**config.mk**
```make
export PLATFORM = sky130hd
export DESIGN_NAME = array_permutation_check
export DESIGN_NICKNAME = d
export VERILOG_FILES = /design/src/sv/apc_pkg.sv /design/src/sv/array_permutation_check.sv /design/src/sv/apc_ram.sv /design/src/sv/apc_datapath.sv /design/src/sv/apc_controller.sv
export SDC_FILE = /design/constraint.sdc
export NUM_CORES = 2
export LEC_CHECK = 0
export BUFFER_PORTS_ARGS = -buffer_cell sky130_fd_sc_hd__buf_2
export CORE_MARGIN = 2
export CORE_UTILIZATION = 40
export DETAILED_ROUTE_END_ITERATION = 12
export SYNTH_ARGS = -nofsm -noshare
export SYNTH_HDL_FRONTEND = slang
export SYNTH_SLANG_ARGS = --single-unit
```
**constraint.sdc**
```tcl
create_clock -name clk -period 5.2 [get_ports clk]
set_clock_uncertainty 0.2 [all_clocks]
set_input_delay 0.52 -clock clk [delete_from_list [all_inputs] [get_ports clk]]
set_output_delay 0.52 -clock clk [all_outputs]
set_load 0.005 [all_outputs]
```
**src/sv/apc_pkg.sv**
```systemverilog
// ----------------------------------------------------------------------------
// apc_pkg
// shared types and constants for the array permutation check block
// ----------------------------------------------------------------------------
`default_nettype none

package apc_pkg;

    localparam int unsigned VALUE_W = 32;
    localparam int unsigned CMD_W   = 2;

    // command codes of an input item
    localparam logic [CMD_W-1:0] CMD_LOAD_FIRST  = 2'd0;
    localparam logic [CMD_W-1:0] CMD_LOAD_SECOND = 2'd1;
    localparam logic [CMD_W-1:0] CMD_CHECK       = 2'd2;

    typedef struct packed {
        logic [CMD_W-1:0]          command;
        logic signed [VALUE_W-1:0] value;
    } in_item_t;

    typedef struct packed {
        logic is_permutation;
        logic overflowed;
    } out_item_t;

    typedef enum logic [2:0] {
        ST_IDLE,
        ST_KEY,
        ST_LATCH,
        ST_SCAN,
        ST_DRAIN,
        ST_TALLY,
        ST_RESULT
    } state_t;

    // controller to datapath
    typedef struct packed {
        logic load_first;
        logic load_second;
        logic start;
        logic key_rd;
        logic key_latch;
        logic scan_rd;
        logic next_key;
        logic fail;
        logic emit;
    } ctrl_cmd_t;

    // datapath to controller
    typedef struct packed {
        logic counts_equal;
        logic count_zero;
        logic key_last;
        logic scan_last;
        logic occ_equal;
        logic out_free;
    } ctrl_status_t;

endpackage

`default_nettype wire

```
**src/sv/array_permutation_check.sv**
```systemverilog
// ----------------------------------------------------------------------------
// array_permutation_check
// loads two arrays of signed words and checks whether the second is a
// permutation of the first (equal length, equal occurrence counts)
// ----------------------------------------------------------------------------
//
// channel   | signals                               | payload
// ----------+---------------------------------------+------------------------
// item      | item_valid, item_stall, item          | command, value
// result    | result_valid, result_stall, result    | is_permutation, overflowed
//
// a load leaves the block idle and the next item is taken in the next cycle
// a check walks each key of the first array through a key read, latch, scan of
// both stores, drain and tally, and ends early when the occurrence counts of a
// key differ; the first store has one read port, shared by key and scan reads;
// a length mismatch or both arrays empty skip the scan; item_stall stays high
// for the whole check; a pending result does not block loads, a new check waits
// at its end until the result register is free; reset clears fill counts,
// overflow flag and the result valid flag; the stores need no clearing pass
// ----------------------------------------------------------------------------
`default_nettype none

module array_permutation_check #(
    parameter int unsigned MAX_ELEMENTS = 64
) (
    input  wire logic               clk,
    input  wire logic               rst_n,
    input  wire logic               item_valid,
    output logic                    item_stall,
    input  wire apc_pkg::in_item_t  item,
    output logic                    result_valid,
    input  wire logic               result_stall,
    output apc_pkg::out_item_t      result
);

    // command and status between sequencer and datapath
    apc_pkg::ctrl_cmd_t    cmd;
    apc_pkg::ctrl_status_t status;

    // sequencer: takes items, walks the outer key loop and the inner scan
    apc_controller u_controller (
        .clk        (clk),
        .rst_n      (rst_n),
        .item_valid (item_valid),
        .command    (item.command),
        .status     (status),
        .item_stall (item_stall),
        .cmd        (cmd)
    );

    // datapath: both stores, counts, occurrence counters, result register
    apc_datapath #(
        .MAX_ELEMENTS (MAX_ELEMENTS)
    ) u_datapath (
        .clk          (clk),
        .rst_n        (rst_n),
        .item         (item),
        .cmd          (cmd),
        .status       (status),
        .result_stall (result_stall),
        .result_valid (result_valid),
        .result       (result)
    );

endmodule

`default_nettype wire

```
**src/sv/apc_ram.sv**
```systemverilog
// ----------------------------------------------------------------------------
// apc_ram
// generic single-write single-read ram with registered read data
// ----------------------------------------------------------------------------
`default_nettype none

module apc_ram #(
    parameter int unsigned WIDTH = 32,
    parameter int unsigned DEPTH = 64
) (
    input  wire logic                                         clk,
    input  wire logic                                         wr_en,
    input  wire logic [((DEPTH > 1) ? $clog2(DEPTH) : 1)-1:0] wr_addr,
    input  wire logic [WIDTH-1:0]                             wr_data,
    input  wire logic                                         rd_en,
    input  wire logic [((DEPTH > 1) ? $clog2(DEPTH) : 1)-1:0] rd_addr,
    output logic      [WIDTH-1:0]                             rd_data
);

    logic [WIDTH-1:0] mem [DEPTH];

    always_ff @(posedge clk)
    begin
        if (wr_en)
        begin
            mem[wr_addr] <= wr_data;
        end
        if (rd_en)
        begin
            rd_data <= mem[rd_addr];
        end
    end

endmodule

`default_nettype wire

```
**src/sv/apc_datapath.sv**
```systemverilog
// ----------------------------------------------------------------------------
// apc_datapath
// element stores, fill counts, occurrence counters and result register
// ----------------------------------------------------------------------------
`default_nettype none

module apc_datapath #(
    parameter int unsigned MAX_ELEMENTS = 64
) (
    input  wire logic                 clk,
    input  wire logic                 rst_n,
    input  wire apc_pkg::in_item_t    item,
    input  wire apc_pkg::ctrl_cmd_t   cmd,
    output apc_pkg::ctrl_status_t     status,
    input  wire logic                 result_stall,
    output logic                      result_valid,
    output apc_pkg::out_item_t        result
);

    localparam int unsigned AW = (MAX_ELEMENTS > 1) ? $clog2(MAX_ELEMENTS) : 1;
    localparam int unsigned CW = $clog2(MAX_ELEMENTS + 1);
    localparam logic [CW-1:0] FULL = CW'(MAX_ELEMENTS);

    logic [CW-1:0] count_a_reg, count_a_next;
    logic [CW-1:0] count_b_reg, count_b_next;
    logic          overflow_reg, overflow_next;
    logic [AW-1:0] idx_i_reg, idx_i_next;
    logic [AW-1:0] idx_j_reg, idx_j_next;
    logic [CW-1:0] occ_a_reg, occ_a_next;
    logic [CW-1:0] occ_b_reg, occ_b_next;
    logic          scan_v_reg, scan_v_next;
    logic          verdict_reg, verdict_next;
    logic          result_valid_reg, result_valid_next;
    logic [apc_pkg::VALUE_W-1:0] key_reg, key_next;
    apc_pkg::out_item_t          result_reg, result_next;

    logic                        wr_a, wr_b, rd_a;
    logic [AW-1:0]               rd_addr_a;
    logic [apc_pkg::VALUE_W-1:0] rd_data_a, rd_data_b;
    logic                        hit_a, hit_b;

    assign wr_a      = cmd.load_first  && (count_a_reg != FULL);
    assign wr_b      = cmd.load_second && (count_b_reg != FULL);
    assign rd_a      = cmd.key_rd || cmd.scan_rd;
    assign rd_addr_a = cmd.key_rd ? idx_i_reg : idx_j_reg;

    apc_ram #(
        .WIDTH (apc_pkg::VALUE_W),
        .DEPTH (MAX_ELEMENTS)
    ) u_ram_first (
        .clk     (clk),
        .wr_en   (wr_a),
        .wr_addr (count_a_reg[AW-1:0]),
        .wr_data (item.value),
        .rd_en   (rd_a),
        .rd_addr (rd_addr_a),
        .rd_data (rd_data_a)
    );

    apc_ram #(
        .WIDTH (apc_pkg::VALUE_W),
        .DEPTH (MAX_ELEMENTS)
    ) u_ram_second (
        .clk     (clk),
        .wr_en   (wr_b),
        .wr_addr (count_b_reg[AW-1:0]),
        .wr_data (item.value),
        .rd_en   (cmd.scan_rd),
        .rd_addr (idx_j_reg),
        .rd_data (rd_data_b)
    );

    assign hit_a = (rd_data_a == key_reg);
    assign hit_b = (rd_data_b == key_reg);

    always_comb
    begin
        count_a_next      = count_a_reg;
        count_b_next      = count_b_reg;
        overflow_next     = overflow_reg;
        idx_i_next        = idx_i_reg;
        idx_j_next        = idx_j_reg;
        occ_a_next        = occ_a_reg;
        occ_b_next        = occ_b_reg;
        verdict_next      = verdict_reg;
        key_next          = key_reg;
        result_next       = result_reg;
        scan_v_next       = cmd.scan_rd;
        result_valid_next = result_valid_reg && result_stall;

        if (cmd.load_first)
        begin
            if (wr_a)
                count_a_next = count_a_reg + CW'(1);
            else
                overflow_next = 1'b1;
        end
        if (cmd.load_second)
        begin
            if (wr_b)
                count_b_next = count_b_reg + CW'(1);
            else
                overflow_next = 1'b1;
        end
        if (cmd.start)
        begin
            verdict_next = (count_a_reg == count_b_reg);
            idx_i_next   = '0;
        end
        if (cmd.key_latch)
        begin
            key_next   = rd_data_a;
            idx_j_next = '0;
            occ_a_next = '0;
            occ_b_next = '0;
        end
        if (cmd.scan_rd)
        begin
            idx_j_next = idx_j_reg + AW'(1);
        end
        // read data arrives in the cycle after its address
        if (scan_v_reg)
        begin
            occ_a_next = occ_a_reg + CW'(hit_a);
            occ_b_next = occ_b_reg + CW'(hit_b);
        end
        if (cmd.next_key)
        begin
            idx_i_next = idx_i_reg + AW'(1);
        end
        if (cmd.fail)
        begin
            verdict_next = 1'b0;
        end
        if (cmd.emit)
        begin
            result_next.is_permutation = verdict_reg;
            result_next.overflowed     = overflow_reg;
            result_valid_next          = 1'b1;
            count_a_next               = '0;
            count_b_next               = '0;
            overflow_next              = 1'b0;
        end
    end

    always_ff @(posedge clk or negedge rst_n)
    begin
        if (!rst_n)
        begin
            count_a_reg      <= '0;
            count_b_reg      <= '0;
            overflow_reg     <= 1'b0;
            idx_i_reg        <= '0;
            idx_j_reg        <= '0;
            occ_a_reg        <= '0;
            occ_b_reg        <= '0;
            scan_v_reg       <= 1'b0;
            verdict_reg      <= 1'b0;
            result_valid_reg <= 1'b0;
        end
        else
        begin
            count_a_reg      <= count_a_next;
            count_b_reg      <= count_b_next;
            overflow_reg     <= overflow_next;
            idx_i_reg        <= idx_i_next;
            idx_j_reg        <= idx_j_next;
            occ_a_reg        <= occ_a_next;
            occ_b_reg        <= occ_b_next;
            scan_v_reg       <= scan_v_next;
            verdict_reg      <= verdict_next;
            result_valid_reg <= result_valid_next;
        end
    end

    always_ff @(posedge clk)
    begin
        key_reg    <= key_next;
        result_reg <= result_next;
    end

    assign status.counts_equal = (count_a_reg == count_b_reg);
    assign status.count_zero   = (count_a_reg == '0);
    assign status.key_last     = (CW'(idx_i_reg) == count_a_reg - CW'(1));
    assign status.scan_last    = (CW'(idx_j_reg) == count_a_reg - CW'(1));
    assign status.occ_equal    = (occ_a_reg == occ_b_reg);
    assign status.out_free     = !result_valid_reg || !result_stall;

    assign result_valid = result_valid_reg;
    assign result       = result_reg;

endmodule

`default_nettype wire

```
**src/sv/apc_controller.sv**
```systemverilog
// ----------------------------------------------------------------------------
// apc_controller
// sequencer for loads and the nested occurrence scan of a check
// ----------------------------------------------------------------------------
`default_nettype none

module apc_controller (
    input  wire logic                        clk,
    input  wire logic                        rst_n,
    input  wire logic                        item_valid,
    input  wire logic [apc_pkg::CMD_W-1:0]   command,
    input  wire apc_pkg::ctrl_status_t       status,
    output logic                             item_stall,
    output apc_pkg::ctrl_cmd_t               cmd
);

    apc_pkg::state_t state_reg, state_next;
    logic            accept;

    assign accept = item_valid && (state_reg == apc_pkg::ST_IDLE);

    always_comb
    begin
        state_next = state_reg;
        case (state_reg)
            apc_pkg::ST_IDLE:
            begin
                if (accept && command == apc_pkg::CMD_CHECK)
                begin
                    if (!status.counts_equal || status.count_zero)
                        state_next = apc_pkg::ST_RESULT;
                    else
                        state_next = apc_pkg::ST_KEY;
                end
            end
            apc_pkg::ST_KEY:   state_next = apc_pkg::ST_LATCH;
            apc_pkg::ST_LATCH: state_next = apc_pkg::ST_SCAN;
            apc_pkg::ST_SCAN:
            begin
                if (status.scan_last)
                    state_next = apc_pkg::ST_DRAIN;
            end
            apc_pkg::ST_DRAIN: state_next = apc_pkg::ST_TALLY;
            apc_pkg::ST_TALLY:
            begin
                if (!status.occ_equal || status.key_last)
                    state_next = apc_pkg::ST_RESULT;
                else
                    state_next = apc_pkg::ST_KEY;
            end
            apc_pkg::ST_RESULT:
            begin
                if (status.out_free)
                    state_next = apc_pkg::ST_IDLE;
            end
            default: state_next = apc_pkg::ST_IDLE;
        endcase
    end

    always_comb
    begin
        cmd        = '0;
        item_stall = (state_reg != apc_pkg::ST_IDLE);
        case (state_reg)
            apc_pkg::ST_IDLE:
            begin
                if (accept)
                begin
                    case (command)
                        apc_pkg::CMD_LOAD_FIRST:  cmd.load_first  = 1'b1;
                        apc_pkg::CMD_LOAD_SECOND: cmd.load_second = 1'b1;
                        apc_pkg::CMD_CHECK:       cmd.start       = 1'b1;
                        default:                  cmd             = '0;
                    endcase
                end
            end
            apc_pkg::ST_KEY:   cmd.key_rd    = 1'b1;
            apc_pkg::ST_LATCH: cmd.key_latch = 1'b1;
            apc_pkg::ST_SCAN:  cmd.scan_rd   = 1'b1;
            apc_pkg::ST_DRAIN: cmd           = '0;
            apc_pkg::ST_TALLY:
            begin
                if (!status.occ_equal)
                    cmd.fail = 1'b1;
                else if (!status.key_last)
                    cmd.next_key = 1'b1;
            end
            apc_pkg::ST_RESULT: cmd.emit = status.out_free;
            default:            cmd      = '0;
        endcase
    end

    always_ff @(posedge clk or negedge rst_n)
    begin
        if (!rst_n)
            state_reg <= apc_pkg::ST_IDLE;
        else
            state_reg <= state_next;
    end

endmodule

`default_nettype wire

```
==> flow_metrics.tcl <==
set metrics [dict create \
    status "complete, but fails checks" \
    violations "DRC" \
    synthTopCellsByArea "edfxtp_1, mux4_2, mux2i_1" \
    finalCriticalPeriod_ns 4.77 \
    root_buffer "clkbuf_16" \
    multi_input_area_sq_um 41300 \
    yosysMostFrequentCell "edfxtp_1" \
    cts-htree-levels 5 \
    rsz0062_at_grt "false" \
    critPathBufInv 2 \
    syn_to_final_growth_pct 14.2 \
    hold_path.class "in2reg" \
    pre_cts_slack_ns 0.557 \
    io_pins 42 \
    muxShareOfSynthArea_pct 13.4 \
    pwr-share-seq_pct 54.7 \
    clkSinkCount 4241 \
    stdcell_area_sq_um 194000 \
    cts.reportedPaths.clkPinSlew_ns 0.06 \
    final_max_slew_viol_count 0 \
    p_per_area_nw_per_um2 353 \
    grt_pass1_vias 92000 \
    leakage_nw 65.8 \
    nets 9703 \
    ff2ff_setup_slack_ns 0.43 \
    ir_drop_uv 300 \
    synth_area_sq_um 170000 \
    row_count 239 \
    cts_resized 0 \
    synthXorXnorAreaFrac_pct 0.550 \
    grt_pass1_wl_mm 692 \
    ys.flop_type "edfxtp_1" \
    slew_headroom_pct 13.7 \
    crit_chain "or3b_4, mux2_8, nand2_4, buf_4, o22ai_1, o41ai_1, buf_4, nand4_1" \
    crit_family "simple AND/OR/NAND/NOR gates" \
    hpwl_mm 284 \
    syn_inst 9308 \
    dieWidth_um 656 \
    fmax_ghz 0.210 \
    fillers 35300 \
    clk_path_buf_depth 4 \
    grt_antenna_before_repair 32 \
    comb_power_share_pct 1.1 \
    endpoint_kind "flip-flop" \
    path_common_cell "buf_4" \
    syn_nets 9357 \
    post-route-period-util_pct 91.7 \
    yosys.area_share.simple_pct 4.26 \
    dieArea_sq_um 430000 \
    ant_nets 0 \
    cp.required_ns 5.70 \
    top_regs "u_datapath.u_ram_first.mem (2048), u_datapath.u_ram_second.mem (2048)" \
    register_area_sq_um 127000 \
    die_y_um 656 \
    yosysSeqAreaShare_pct 74.8 \
    synth_commonest_cells "edfxtp_1, mux2i_1, mux4_2" \
    synth_seq_cells 4241 \
    critPathLaunchType "flip-flop" \
    drive_gt1_share_pct 19.1 \
    grt_max_degree 185 \
    grt.total_usage_pct 22.2 \
    clk_latency_ns 0.98 \
    cts_tree "done" \
    slowest_stage "o41ai_1" \
    first_pass_iters 12 \
    finalHoldViolCount 0 \
    post-cts-setup-buffer-count 0 \
    initial_core_util_pct 40.2 \
    worst_pin_slew_ns 1.29 \
    crit_arrival_ns 5.27 \
    setup_viol 0 \
    wl_per_cell_um 31.2 \
    clkPwrFrac_pct 44.2 \
    gp_congestion 0.856 \
    power_switching_w 0.0136 \
    numCtsBuffers 422 \
    setup_tns_ns 0 \
    viasPerCell 5.94 \
    dpl-instance-area_sq_um 180000 \
    ys_warn_count 0 \
    final_util_pct 45.9 \
    avgSynthCellArea_sq_um 18.3 \
    setup_ws_ns 0.434 \
    postCtsHoldBufs 35 \
    p_sw_share_pct 19.9 \
    synth_compound_area_share_pct 5.38 \
    synth_cell_type_count 61 \
    core_area_sq_um 423000 \
    synth-async-reset-ratio_pct 1.11 \
    grt_overflow 0 \
    synth.top_cell.area_share_pct 74.1 \
    cp_max_fo 49 \
    routed_wl_mm 490 \
    fin_total_pwr_w 0.0686 \
    synth_enable_flop_cells 4194 \
    internal-power_w 0.0550 \
    drc 15 \
    synth_area_leader_cell "edfxtp_1" \
    drv_cap 0 \
    synth_top_family_by_area "multiplexers" \
    io_buffers 41 \
    slowest_delay_ns 1.01 \
    first_iter_violations 12200 \
    synth_adder_area_share_pct 0.0809 \
    critPathKind "reg2reg" \
    vias 93200 \
]
cell type report:
cell class / instances / share of cell area [%]
multi-input combinational: 4449 / 21.3
timing repair buffer: 527 / 2.48
tap: 5663 / 3.65
inverter: 13 / 0.0251
clock buffer: 522 / 5.72
antenna: 23 / 0.0296
sequential: 4241 / 65.5
clock inverter: 251 / 1.31
kinds of logic after synthesis:
group                      after synthesis
AOI/OAI and AO/OA                     1440
xor gates and xnor gates                99
adders and majority gates               11
buffers and inverters                  618
DFF                                   4241
muxes                                 1432
and+or+nand+nor                       1467
power groups by stage:
stage / Sequential [W] / Clock, W / Combinational [W]
floorplan: 0.0383 / 0 / 0.00000130
global placement: 0.0383 / 0 / 0.000695
detailed placement: 0.0383 / 0 / 0.000738
CTS: 0.0375 / 0.0307 / 0.000758
global route: 0.0375 / 0.0320 / 0.000798
finish: 0.0375 / 0.0303 / 0.000751
routing by layer:
metal  global-route usage, %  vias to the layer above  part of all wire [%]
li1                        -                    38300                     -
met1                    30.3                    49600                    39
met2                    36.5                     4568                    48
met3                    3.35                      752                   8.5
met4                    7.88                        2                   3.9
met5                       0                        -                0.0027
placed cells by master, fill, tap and decap left out, types with 21 or more instances in the layout:
cell type and count:
a21oi_1 558, buf_12 64, buf_4 419, bufinv_16 45
clkbuf_1 87, clkbuf_16 426, clkinv_1 101, clkinv_2 68
dfrtp_1 40, diode_2 23, dlygate4sd3_1 35, edfxtp_1 4194
mux2i_1 753, mux4_2 672, nand2_1 602, nand2b_1 557
nand4_1 49, nor2_1 31, nor2_4 127, o2111ai_1 91
o211ai_1 279, o21ai_0 21, o22ai_1 332, o31ai_1 96
o41ai_1 37, xor2_1 85
per-stage QoR:
stage,cells,hold slack [ns]
floorplan,9308,0.0244
global placement,14900,0.237
detailed placement,14900,0.235
CTS,15700,0.0126
global route,15700,0.0924
finish,15700,0.0402
worst paths after layout:
| kind | endpoint | startpoint | cells past startpoint |
|---|---|---|---|
| setup / recovery | u_datapath.u_ram_first.rd_data[12]$_DFFE_PP_ | u_controller.state_reg[2]$_DFFE_PN0P_ | 8 |
| hold / removal | u_datapath.u_ram_second.mem[53][19]$_DFFE_PP_ | item[19] | 1 |
| setup reg to reg | u_datapath.u_ram_first.rd_data[12]$_DFFE_PP_ | u_controller.state_reg[2]$_DFFE_PN0P_ | 8 |
| hold reg to reg | u_datapath.result[0]$_DFFE_PP_ | u_datapath.overflow_reg$_DFF_PN0_ | 0 |
| max in group asynchronous | u_datapath.idx_j_reg[2]$_DFFE_PN0P_ | rst_n | 3 |
| min in group asynchronous | u_datapath.count_b_reg[3]$_DFFE_PN0P_ | rst_n | 3 |
Note: power is estimated with default switching activity, not from simulation.
